==> src/x86_operand_prefix_modrm_encoder_defines.svh <==
// assertion macros for the encoder's back end module
// depends on clk and rst_n being visible at the point of use
`ifndef X86_OPERAND_PREFIX_MODRM_ENCODER_DEFINES_SVH
`define X86_OPERAND_PREFIX_MODRM_ENCODER_DEFINES_SVH

// same-cycle implication, checked outside reset
`define XOPME_ASSERT_NOW(label, ante, cons, msg) \
  label: assert property (@(posedge clk) disable iff (!rst_n) (ante) |-> (cons)) \
    else $error(msg);

// next-cycle implication, checked outside reset
`define XOPME_ASSERT_NEXT(label, ante, cons, msg) \
  label: assert property (@(posedge clk) disable iff (!rst_n) (ante) |=> (cons)) \
    else $error(msg);

`endif

==> src/xopme_pkg.sv <==
// types and constants of the x86 operand prefix / ModR/M encoder
// no dependencies
package xopme_pkg;

  localparam int NSLOT = 8;

  // operand size codes
  localparam logic [1:0] SIZE_8  = 2'd0;
  localparam logic [1:0] SIZE_16 = 2'd1;
  localparam logic [1:0] SIZE_64 = 2'd3;

  // prefix and rex encoding
  localparam logic [7:0] PFX_OPSIZE = 8'h66;
  localparam logic [7:0] REX_BASE   = 8'h40;
  localparam logic [7:0] REX_W      = 8'h08;
  localparam logic [7:0] REX_R      = 8'h04;
  localparam logic [7:0] REX_B      = 8'h01;

  // modrm mod field values
  localparam logic [1:0] MOD_IND    = 2'b00;
  localparam logic [1:0] MOD_DISP8  = 2'b01;
  localparam logic [1:0] MOD_DISP32 = 2'b10;
  localparam logic [1:0] MOD_REG    = 2'b11;

  // special base registers in memory form
  localparam logic [3:0] BASE_SP = 4'd4;
  localparam logic [2:0] BASE_BP = 3'd5;

  // disp8 range
  localparam logic signed [31:0] DISP8_MIN = -32'sd128;
  localparam logic signed [31:0] DISP8_MAX = 32'sd127;

  // byte slots in emission order
  localparam logic [2:0] SLOT_PFX   = 3'd0;
  localparam logic [2:0] SLOT_REX   = 3'd1;
  localparam logic [2:0] SLOT_OPC   = 3'd2;
  localparam logic [2:0] SLOT_MODRM = 3'd3;
  localparam logic [2:0] SLOT_DISP0 = 3'd4;
  localparam logic [2:0] SLOT_DISP1 = 3'd5;
  localparam logic [2:0] SLOT_DISP2 = 3'd6;
  localparam logic [2:0] SLOT_DISP3 = 3'd7;

  // one classified instruction waiting for the back end
  typedef struct packed {
    logic             err;
    logic [NSLOT-1:0] mask;
    logic [7:0]       rex;
    logic [7:0]       opc;
    logic [7:0]       modrm;
    logic [31:0]      disp;
  } xopme_job_t;

  // byte carried by one slot of a job
  function automatic logic [7:0] slot_byte(xopme_job_t job, logic [2:0] idx);
    logic [7:0] b;
    case (idx)
      SLOT_PFX:   b = PFX_OPSIZE;
      SLOT_REX:   b = job.rex;
      SLOT_OPC:   b = job.opc;
      SLOT_MODRM: b = job.modrm;
      SLOT_DISP0: b = job.disp[7:0];
      SLOT_DISP1: b = job.disp[15:8];
      SLOT_DISP2: b = job.disp[23:16];
      SLOT_DISP3: b = job.disp[31:24];
      default:    b = '0;
    endcase
    if (job.err) begin
      b = '0;
    end
    return b;
  endfunction

endpackage

==> src/xopme_if.sv <==
// valid/ready channel interfaces for descriptors and encoded bytes
// no dependencies
interface xopme_in_if;
  logic               valid;
  logic               ready;
  logic               func;
  logic [7:0]         opcode;
  logic [1:0]         size_code;
  logic [3:0]         reg_index;
  logic [3:0]         base_index;
  logic signed [31:0] displacement;

  modport source (output valid, func, opcode, size_code, reg_index, base_index,
                  displacement, input ready);
  modport sink (input valid, func, opcode, size_code, reg_index, base_index,
                displacement, output ready);
endinterface

interface xopme_out_if;
  logic       valid;
  logic       ready;
  logic [7:0] out_byte;
  logic       last;
  logic       error;

  modport source (output valid, out_byte, last, error, input ready);
  modport sink (input valid, out_byte, last, error, output ready);
endinterface

==> src/xopme_front.sv <==
// front end: accepts a descriptor and classifies it into a slot job
// depends on xopme_pkg and xopme_in_if
module xopme_front
  import xopme_pkg::*;
(
  xopme_in_if.sink   in_ch,
  input  logic       q_full,
  output logic       push,
  output xopme_job_t push_job
);

  logic       mem;
  logic [3:0] rexbase;
  logic       reg_hi;
  logic       base_hi;
  logic       bad;
  logic       has66;
  logic       has_rex;
  logic [7:0] rex_bits;
  logic       disp_zero;
  logic       disp_short;
  logic [1:0] modf;
  logic       disp1;
  logic       disp4;

  // accept whenever the queue has room
  assign in_ch.ready = !q_full;
  assign push        = in_ch.valid && !q_full;

  // classification
  always_comb begin
    mem      = in_ch.func;
    rexbase  = mem ? 4'd0 : in_ch.base_index;
    reg_hi   = in_ch.reg_index[3];
    base_hi  = rexbase[3];
    bad      = !in_ch.opcode[0] ||
               (mem && (in_ch.base_index[3] || in_ch.base_index == BASE_SP));
    rex_bits = (reg_hi ? REX_R : 8'h00) | (base_hi ? REX_B : 8'h00);
    has66    = 1'b0;
    if (in_ch.size_code == SIZE_8) begin
      has_rex = (in_ch.reg_index > 4'd3) || (rexbase > 4'd3);
    end else begin
      if (in_ch.size_code == SIZE_64) begin
        rex_bits = rex_bits | REX_W;
      end
      has_rex = (rex_bits != 8'h00);
      has66   = (in_ch.size_code == SIZE_16);
    end

    // modrm mode and displacement length
    disp_zero  = (in_ch.displacement == 32'sd0) && (in_ch.base_index[2:0] != BASE_BP);
    disp_short = (in_ch.displacement >= DISP8_MIN) && (in_ch.displacement <= DISP8_MAX);
    disp1      = 1'b0;
    disp4      = 1'b0;
    if (!mem) begin
      modf = MOD_REG;
    end else if (disp_zero) begin
      modf = MOD_IND;
    end else if (disp_short) begin
      modf  = MOD_DISP8;
      disp1 = 1'b1;
    end else begin
      modf  = MOD_DISP32;
      disp1 = 1'b1;
      disp4 = 1'b1;
    end

    push_job.err   = bad;
    push_job.rex   = REX_BASE | rex_bits;
    push_job.opc   = (in_ch.size_code == SIZE_8) ? (in_ch.opcode ^ 8'h01) : in_ch.opcode;
    push_job.modrm = {modf, in_ch.reg_index[2:0], in_ch.base_index[2:0]};
    push_job.disp  = in_ch.displacement;
    if (bad) begin
      push_job.mask = {{(NSLOT-1){1'b0}}, 1'b1};
    end else begin
      push_job.mask = {disp4, disp4, disp4, disp1, 1'b1, 1'b1, has_rex, has66};
    end
  end

endmodule

==> src/xopme_queue.sv <==
// small fifo of classified jobs between front and back end
// depends on xopme_pkg
module xopme_queue
  import xopme_pkg::*;
#(
  parameter int DEPTH = 2
) (
  input  logic       clk,
  input  logic       rst_n,
  input  logic       push,
  input  xopme_job_t push_job,
  output logic       full,
  input  logic       pop,
  output logic       valid,
  output xopme_job_t head
);

  localparam int AW = (DEPTH > 1) ? $clog2(DEPTH) : 1;
  localparam int CW = $clog2(DEPTH + 1);

  xopme_job_t    jobs_r [DEPTH];
  logic [AW-1:0] wr_ptr_r, wr_ptr_nxt;
  logic [AW-1:0] rd_ptr_r, rd_ptr_nxt;
  logic [CW-1:0] count_r, count_nxt;

  assign full  = (count_r == CW'(DEPTH));
  assign valid = (count_r != '0);
  assign head  = jobs_r[rd_ptr_r];

  // pointer and count update
  always_comb begin
    wr_ptr_nxt = wr_ptr_r;
    rd_ptr_nxt = rd_ptr_r;
    count_nxt  = count_r;
    if (push) begin
      wr_ptr_nxt = (wr_ptr_r == AW'(DEPTH - 1)) ? '0 : wr_ptr_r + 1'b1;
    end
    if (pop) begin
      rd_ptr_nxt = (rd_ptr_r == AW'(DEPTH - 1)) ? '0 : rd_ptr_r + 1'b1;
    end
    case ({push, pop})
      2'b10:   count_nxt = count_r + 1'b1;
      2'b01:   count_nxt = count_r - 1'b1;
      default: count_nxt = count_r;
    endcase
  end

  always_ff @(posedge clk) begin
    if (!rst_n) begin
      wr_ptr_r <= '0;
      rd_ptr_r <= '0;
      count_r  <= '0;
    end else begin
      wr_ptr_r <= wr_ptr_nxt;
      rd_ptr_r <= rd_ptr_nxt;
      count_r  <= count_nxt;
    end
  end

  // job storage
  always_ff @(posedge clk) begin
    if (push) begin
      jobs_r[wr_ptr_r] <= push_job;
    end
  end

endmodule

==> src/xopme_back.sv <==
// back end: walks the slots of the head job and sends one byte per transaction
// depends on xopme_pkg, xopme_out_if and the assertion macro header
`include "x86_operand_prefix_modrm_encoder_defines.svh"

module xopme_back
  import xopme_pkg::*;
(
  input  logic        clk,
  input  logic        rst_n,
  input  logic        q_valid,
  input  xopme_job_t  head,
  output logic        pop,
  xopme_out_if.source out_ch
);

  logic             started_r, started_nxt;
  logic [NSLOT-1:0] rem_r, rem_nxt;
  logic             ov_r;
  logic [7:0]       ob_r;
  logic             ol_r;
  logic             oe_r;
  logic             load;
  logic [NSLOT-1:0] mask_now;
  logic [NSLOT-1:0] low;
  logic [NSLOT-1:0] left;
  logic [7:0]       byte_sel;

  assign out_ch.valid    = ov_r;
  assign out_ch.out_byte = ob_r;
  assign out_ch.last     = ol_r;
  assign out_ch.error    = oe_r;

  // pick the next pending slot of the head job
  always_comb begin
    load     = q_valid && (!ov_r || out_ch.ready);
    mask_now = started_r ? rem_r : head.mask;
    low      = mask_now & (~mask_now + 1'b1);
    left     = mask_now & ~low;
    byte_sel = '0;
    for (int i = 0; i < NSLOT; i++) begin
      if (low[i]) begin
        byte_sel = byte_sel | slot_byte(head, 3'(i));
      end
    end
    pop         = load && (left == '0);
    started_nxt = started_r;
    rem_nxt     = rem_r;
    if (load) begin
      started_nxt = (left != '0);
      rem_nxt     = left;
    end
  end

  // slot walk state
  always_ff @(posedge clk) begin
    if (!rst_n) begin
      started_r <= 1'b0;
    end else begin
      started_r <= started_nxt;
    end
  end

  always_ff @(posedge clk) begin
    rem_r <= rem_nxt;
  end

  // output register
  always_ff @(posedge clk) begin
    if (!rst_n) begin
      ov_r <= 1'b0;
    end else if (load) begin
      ov_r <= 1'b1;
    end else if (out_ch.ready) begin
      ov_r <= 1'b0;
    end
  end

  always_ff @(posedge clk) begin
    if (load) begin
      ob_r <= byte_sel;
      ol_r <= (left == '0);
      oe_r <= head.err;
    end
  end

  `XOPME_ASSERT_NOW(a_err_is_last, ov_r && oe_r, ol_r && (ob_r == 8'h00), "error transaction must be a lone zero byte")
  `XOPME_ASSERT_NOW(a_walk_has_job, started_r, q_valid && (rem_r != '0), "slot walk in progress without a queued job")
  `XOPME_ASSERT_NEXT(a_load_shows, load, ov_r, "loaded byte not presented on the output")

endmodule

==> src/x86_operand_prefix_modrm_encoder.sv <==
// Encodes x86-64 instruction descriptors (register-direct or base plus
// displacement) into 0x66 prefix, REX, opcode, ModR/M and displacement bytes,
// one byte per output transaction with last on the final byte; an illegal
// descriptor gives one zero byte with error and last set. A descriptor is
// accepted whenever the job queue has room, so new descriptors come in while
// earlier ones are still being sent. The byte sequencer sends one byte per
// cycle while the output is ready, with no gap between queued instructions;
// an instruction is 1 to 8 bytes (typically 3 to 4), and the sustained rate
// is set by the single-byte output register.
// depends on xopme_pkg, xopme_if, xopme_front, xopme_queue, xopme_back
module x86_operand_prefix_modrm_encoder
  import xopme_pkg::*;
#(
  parameter int QUEUE_DEPTH = 2
) (
  input  logic        clk,
  input  logic        rst_n,
  xopme_in_if.sink    in_ch,
  xopme_out_if.source out_ch
);

  logic       push;
  logic       q_full;
  logic       q_valid;
  logic       pop;
  xopme_job_t push_job;
  xopme_job_t head;

  // descriptor classification
  xopme_front u_front (
    .in_ch    (in_ch),
    .q_full   (q_full),
    .push     (push),
    .push_job (push_job)
  );

  // decoupling queue
  xopme_queue #(
    .DEPTH (QUEUE_DEPTH)
  ) u_queue (
    .clk      (clk),
    .rst_n    (rst_n),
    .push     (push),
    .push_job (push_job),
    .full     (q_full),
    .pop      (pop),
    .valid    (q_valid),
    .head     (head)
  );

  // byte sequencer
  xopme_back u_back (
    .clk     (clk),
    .rst_n   (rst_n),
    .q_valid (q_valid),
    .head    (head),
    .pop     (pop),
    .out_ch  (out_ch)
  );

endmodule
==> src/flat_wrapper.sv <==
// flat-port wrapper written by rule: the top's interface ports become plain ports
module x86_operand_prefix_modrm_encoder_flat import xopme_pkg::*;
#(
  parameter int QUEUE_DEPTH = 2
)
  (clk, rst_n, in_ch_valid, in_ch_func, in_ch_opcode, in_ch_size_code, in_ch_reg_index, in_ch_base_index, in_ch_displacement, in_ch_ready, out_ch_valid, out_ch_out_byte, out_ch_last, out_ch_error, out_ch_ready);
  xopme_in_if in_ch_i ();
  xopme_out_if out_ch_i ();
  input  logic clk;
  input  logic rst_n;
  input wire logic [$bits(in_ch_i.valid)-1:0] in_ch_valid;
  input wire logic [$bits(in_ch_i.func)-1:0] in_ch_func;
  input wire logic [$bits(in_ch_i.opcode)-1:0] in_ch_opcode;
  input wire logic [$bits(in_ch_i.size_code)-1:0] in_ch_size_code;
  input wire logic [$bits(in_ch_i.reg_index)-1:0] in_ch_reg_index;
  input wire logic [$bits(in_ch_i.base_index)-1:0] in_ch_base_index;
  input wire logic [$bits(in_ch_i.displacement)-1:0] in_ch_displacement;
  output wire logic [$bits(in_ch_i.ready)-1:0] in_ch_ready;
  output wire logic [$bits(out_ch_i.valid)-1:0] out_ch_valid;
  output wire logic [$bits(out_ch_i.out_byte)-1:0] out_ch_out_byte;
  output wire logic [$bits(out_ch_i.last)-1:0] out_ch_last;
  output wire logic [$bits(out_ch_i.error)-1:0] out_ch_error;
  input wire logic [$bits(out_ch_i.ready)-1:0] out_ch_ready;
  assign in_ch_i.valid = in_ch_valid;
  assign in_ch_i.func = in_ch_func;
  assign in_ch_i.opcode = in_ch_opcode;
  assign in_ch_i.size_code = in_ch_size_code;
  assign in_ch_i.reg_index = in_ch_reg_index;
  assign in_ch_i.base_index = in_ch_base_index;
  assign in_ch_i.displacement = in_ch_displacement;
  assign in_ch_ready = in_ch_i.ready;
  assign out_ch_valid = out_ch_i.valid;
  assign out_ch_out_byte = out_ch_i.out_byte;
  assign out_ch_last = out_ch_i.last;
  assign out_ch_error = out_ch_i.error;
  assign out_ch_i.ready = out_ch_ready;
  x86_operand_prefix_modrm_encoder #(.QUEUE_DEPTH(QUEUE_DEPTH)) u_core (.clk(clk), .rst_n(rst_n), .in_ch(in_ch_i), .out_ch(out_ch_i));
endmodule
==> config.mk <==
export PLATFORM = sky130hd
export DESIGN_NAME = x86_operand_prefix_modrm_encoder_flat
export DESIGN_NICKNAME = d
export VERILOG_FILES = /design/src/xopme_pkg.sv /design/src/xopme_if.sv /design/src/xopme_front.sv /design/src/xopme_queue.sv /design/src/xopme_back.sv /design/src/x86_operand_prefix_modrm_encoder.sv /design/src/flat_wrapper.sv
export VERILOG_INCLUDE_DIRS = /design/src /design/src/src
export SDC_FILE = /design/constraint.sdc
export NUM_CORES = 1
export LEC_CHECK = 0
export ABC_AREA = 1
export BUFFER_PORTS_ARGS = -buffer_cell sky130_fd_sc_hd__buf_2
export CORE_MARGIN = 2
export CORE_UTILIZATION = 52
export CTS_BUF_LIST = sky130_fd_sc_hd__clkbuf_16
export DETAILED_ROUTE_END_ITERATION = 7
export PLACE_DENSITY = 0.75
export SLEW_MARGIN = 10
export SYNTH_ARGS = -nofsm -noshare
export SYNTH_HDL_FRONTEND = slang
export SYNTH_SLANG_ARGS = --single-unit
==> constraint.sdc <==
create_clock -name clk -period 3.7 [get_ports clk]
set_clock_uncertainty 0.05 [all_clocks]
set_input_delay 0.74 -clock clk [delete_from_list [all_inputs] [get_ports clk]]
set_output_delay 0.74 -clock clk [all_outputs]
set_load 0.03 [all_outputs]
==> metrics.txt <==
# TYPE chip_impl_metric gauge
chip_impl_info{name="run_status",value="finished clean"} 1
chip_impl_metric{name="drt-vias-per-instance",unit=""} 5.38
chip_impl_metric{name="number_of_enable_type_register_cells_in_the_synthesized_netlist",unit=""} 131
chip_impl_metric{name="maxClockFrequency",unit="GHz"} 0.389
chip_impl_metric{name="final-instance-count-excl-fill",unit=""} 773
chip_impl_info{name="yosys_most_used_dff",value="edfxtp_1"} 1
chip_impl_metric{name="clock_insertion_delay_worst_skew",unit="ns"} 0.41
chip_impl_metric{name="power_per_unit_of_standard_cell_area",unit="nW/um2"} 578
chip_impl_info{name="synth.top_cells.by_area",value="edfxtp_1 66%, nand2_1 13%, inv_1 2.7%"} 1
chip_impl_info{name="rsz0062_at_grt",value="no"} 1
chip_impl_metric{name="wire_per_inst",unit="um"} 16.3
chip_impl_metric{name="post-place-ws",unit="ns"} 1.15
chip_impl_metric{name="syn-num-nets",unit=""} 599
chip_impl_metric{name="detailed_routing_iterations_pass_1",unit=""} 5
chip_impl_metric{name="postCtsHoldBufs",unit=""} 0
chip_impl_metric{name="detail_route.wirelength",unit="um"} 12600
chip_impl_metric{name="floorplan.initialDensity",unit=""} 0.540
chip_impl_metric{name="post_cts.resized_instances",unit=""} 0
chip_impl_metric{name="layout-drive-gt1-share",unit=""} 0.212
chip_impl_metric{name="final_net_count",unit=""} 677
chip_impl_metric{name="slew_viol_final",unit=""} 0
chip_impl_metric{name="critical_path_peak_fanout",unit=""} 19
chip_impl_metric{name="dieArea",unit="um2"} 12300
chip_impl_info{name="cp-end-kind",value="flip-flop"} 1
chip_impl_info{name="worst_hold_path_type",value="in -> reg"} 1
chip_impl_metric{name="crit_required",unit="ns"} 3.94
chip_impl_metric{name="antenna_found_initial",unit=""} 0
chip_impl_metric{name="ff_latch_area",unit="um2"} 4080
chip_impl_metric{name="number_of_cells_in_the_design_after_placement",unit=""} 742
chip_impl_metric{name="number_of_top_level_pins",unit=""} 67
chip_impl_metric{name="layout_setup_ws",unit="ns"} 1.13
chip_impl_info{name="tritoncts_clock_tree",value="done"} 1
chip_impl_metric{name="tritoncts_num_sinks",unit=""} 138
chip_impl_metric{name="syn-instance-count",unit=""} 543
chip_impl_metric{name="synthesis.area_per_instance",unit="um2"} 10.9
chip_impl_metric{name="worst_setup_hold_path_clk_slew",unit="ns"} 0.05
chip_impl_metric{name="setup_viol_count_final",unit=""} 0
chip_impl_metric{name="hold-worst-slack",unit="ns"} 0.465
chip_impl_metric{name="vias",unit=""} 4155
chip_impl_metric{name="cts_made_buffers",unit=""} 17
chip_impl_metric{name="grt_pass1_vias",unit=""} 4029
chip_impl_metric{name="multiInputGateArea",unit="um2"} 1640
chip_impl_metric{name="count_of_warnings_emitted_by_yosys",unit=""} 0
chip_impl_info{name="worst_setup_path_start_kind",value="flip-flop"} 1
chip_impl_info{name="criticalPathCategory",value="reg -> reg"} 1
chip_impl_metric{name="hpwl",unit="um"} 8430
chip_impl_metric{name="die-height",unit="um"} 111
chip_impl_metric{name="drcViolationCount",unit=""} 0
chip_impl_metric{name="finalSetupTns",unit="ns"} 0
chip_impl_metric{name="gp_congestion",unit=""} 0.900
chip_impl_metric{name="drtAntennaViolNets",unit=""} 0
chip_impl_metric{name="worstPathBufferInverterCount",unit=""} 1
chip_impl_info{name="critPathMostFrequentCell",value="nand2_1"} 1
chip_impl_metric{name="die_w",unit="um"} 111
chip_impl_metric{name="yosysSeqAreaShare",unit=""} 0.687
chip_impl_metric{name="final_period_minus_worst_setup_slack",unit="ns"} 2.57
chip_impl_metric{name="yosysUniqueCellTypes",unit=""} 33
chip_impl_metric{name="synth.ff_latch_count",unit=""} 138
chip_impl_metric{name="groute.usage.overall",unit=""} 0.212
chip_impl_metric{name="xor_and_xnor_area_share_after_synthesis",unit=""} 0.00148
chip_impl_metric{name="max-clock-path-buffers",unit=""} 2
chip_impl_metric{name="synth_compound_gate_area_share",unit=""} 0.0359
chip_impl_metric{name="crit_arrival",unit="ns"} 2.82
chip_impl_metric{name="synthSimpleGateAreaFrac",unit=""} 0.220
chip_impl_metric{name="gr-total-overflow",unit=""} 0
chip_impl_info{name="synth_top_family_by_area",value="simple AND/OR/NAND/NOR gates"} 1
chip_impl_metric{name="synth_top_area_frac",unit=""} 0.663
chip_impl_metric{name="timing_worst_slew_pin_value",unit="ns"} 0.794
chip_impl_metric{name="maxSlewHeadroom",unit=""} 0.471
chip_impl_metric{name="drt-initial-drc-count",unit=""} 307
chip_impl_metric{name="mappedNetlistArea",unit="um2"} 5930
chip_impl_metric{name="synth.area.mux_share",unit=""} 0.0135
chip_impl_metric{name="post-cts-setup-buffer-count",unit=""} 0
chip_impl_metric{name="hold_viol",unit=""} 0
chip_impl_metric{name="antenna_cells_inserted",unit=""} 0
chip_impl_info{name="worstPathCellList",value="nand2_1, nand2_1, nor2_1, nor2_2, nand2_1, nand2_1, nand2_1, nor2_2, nand3_2, inv_1, ha_1, a21oi_1, o21ai_0, o21ai_0, a21oi_1"} 1
chip_impl_metric{name="async_reset_ff_frac",unit=""} 0
chip_impl_metric{name="number_of_max_cap_violations",unit=""} 0
chip_impl_metric{name="critPathMaxStageDelay",unit="ns"} 0.57
chip_impl_metric{name="core_area",unit="um2"} 11000
chip_impl_metric{name="largest_net_degree_at_the_start_of_global_routing",unit=""} 58
chip_impl_metric{name="cts.htree.levels",unit=""} 4
chip_impl_metric{name="placement.io_buffers",unit=""} 66
chip_impl_info{name="netlist.top_cell.by_area",value="edfxtp_1"} 1
chip_impl_info{name="cts.root.buffer_cell",value="clkbuf_16"} 1
chip_impl_metric{name="synth_adder_area_share",unit=""} 0.00211
chip_impl_metric{name="vdd_ir_drop_max",unit="mV"} 0.295
chip_impl_info{name="critPathSlowestCell",value="dfxtp_2"} 1
chip_impl_metric{name="synthToLayoutAreaGrowth",unit="%"} 17.8
chip_impl_metric{name="fillerInstances",unit=""} 830
chip_impl_info{name="cp_top_family",value="simple AND/OR/NAND/NOR gates"} 1
chip_impl_metric{name="grt_pass1_wl",unit="um"} 20100
chip_impl_metric{name="fp-row-count",unit=""} 38
chip_impl_metric{name="cellLeakagePower",unit="nW"} 2.84
chip_impl_metric{name="final_worst_path_period_share",unit=""} 0.695
==> metal layers <==
layer / track usage / share of wire / vias to the layer above / routed length [um]
li1: - / - / 2001 / -
met1: 0.275 / 0.41 / 1965 / 5140
met2: 0.342 / 0.50 / 149 / 6250
met3: 0.0437 / 0.055 / 40 / 692
met4: 0.108 / 0.039 / 0 / 486
met5: 0 / 0 / - / 0
==> cells in the final DEF, fill, tap and decap left out, types with 6 or more instances in the layout <==
cell type | synthesis | layout
buf_2 | 3 | 66
o211ai_1 | 7 | 7
a21oi_1 | 16 | 15
edfxtp_1 | 131 | 131
nand2_1 | 201 | 201
clkbuf_16 | 0 | 17
clkinv_1 | 0 | 8
nand4_1 | 13 | 13
o21ai_0 | 9 | 9
or2_2 | 10 | 10
nand2_2 | 6 | 6
nor2_1 | 31 | 29
dfxtp_1 | 7 | 6
nand3_1 | 11 | 11
mux2i_1 | 8 | 8
inv_1 | 42 | 42
nor4_1 | 7 | 7
nor2_2 | 7 | 7
==> final timing paths <==
check	from	slack [ns]	cells past startpoint	to
min reg2reg	u_core.u_queue.count_r[1]	0.47	2	u_core.u_queue.count_r[1]
max reg2reg	flip-flop	1.13	15	u_core.u_queue.count_r[1]
min	in_ch_opcode[7]	0.47	1	u_core.u_queue.jobs_r[0][47]
max	flip-flop	1.13	15	u_core.u_queue.count_r[1]
==> Yosys cell counts (all sizes together) (2+ instances only) <==
library cell	count
nand2	208
nand3	14
nor2	41
nand4	13
o22ai	2
mux2i	8
o211ai	7
o21ai	12
edfxtp	131
inv	46
nor4	7
clkbuf	7
or2	11
a21oi	16
buf	6
nor3	3
dfxtp	7
==> state kept, by name (all words and copies together), names as in the netlist, named ones only <==
name                           flops
u_core.u_queue.wr_ptr_r            1
u_core.u_back.out_ch.error         1
u_core.u_back.out_ch.valid         1
u_core.u_queue.count_r             2
u_core.u_back.started_r            1
u_core.u_back.out_ch.last          1
u_core.u_back.out_ch.out_byte      8
u_core.u_queue.jobs_r            114
u_core.u_queue.rd_ptr_r            1
u_core.u_back.rem_r                7
==> power breakdown <==
group	switching, W	internal (W)
Combinational	0.000402	0.000162
Clock	0.000586	0.000962
Sequential	0.0000469	0.00188
Total	0.00103	0.00300
==> through the flow <==
stage | utilization | total power (W) | area (um2)
floorplan | - | 0.00233 | 5940
global placement | 0.587 | 0.00251 | 6450
detailed placement | 0.587 | 0.00252 | 6450
CTS | 0.636 | 0.00406 | 6990
global route | 0.636 | 0.00420 | 6990
finish | 0.636 | 0.00404 | 6990
==> layout make-up <==
| type | instances | share of cell area |
|---|---|---|
| Tap cell | 140 | 0.0251 |
| Timing Repair Buffer | 72 | 0.0555 |
| Clock inverter | 14 | 0.0161 |
| Clock buffer | 17 | 0.0609 |
| Multi-Input combinational cell | 346 | 0.234 |
| Sequential cell | 138 | 0.583 |
| Inverter | 46 | 0.0251 |
==> cells by family (layout without fill, tap and decap cells) <==
| group | after synthesis | after routing |
|---|---|---|
| DFF | 138 | 138 |
| muxes | 8 | 8 |
| AOI/OAI and AO/OA | 38 | 38 |
| adders and majority gates | 1 | 1 |
| xor gates and xnor gates | 1 | 1 |
| and+or+nand+nor | 298 | 298 |
| buffers and inverters | 59 | 149 |
(Power assumes the default switching activity.)
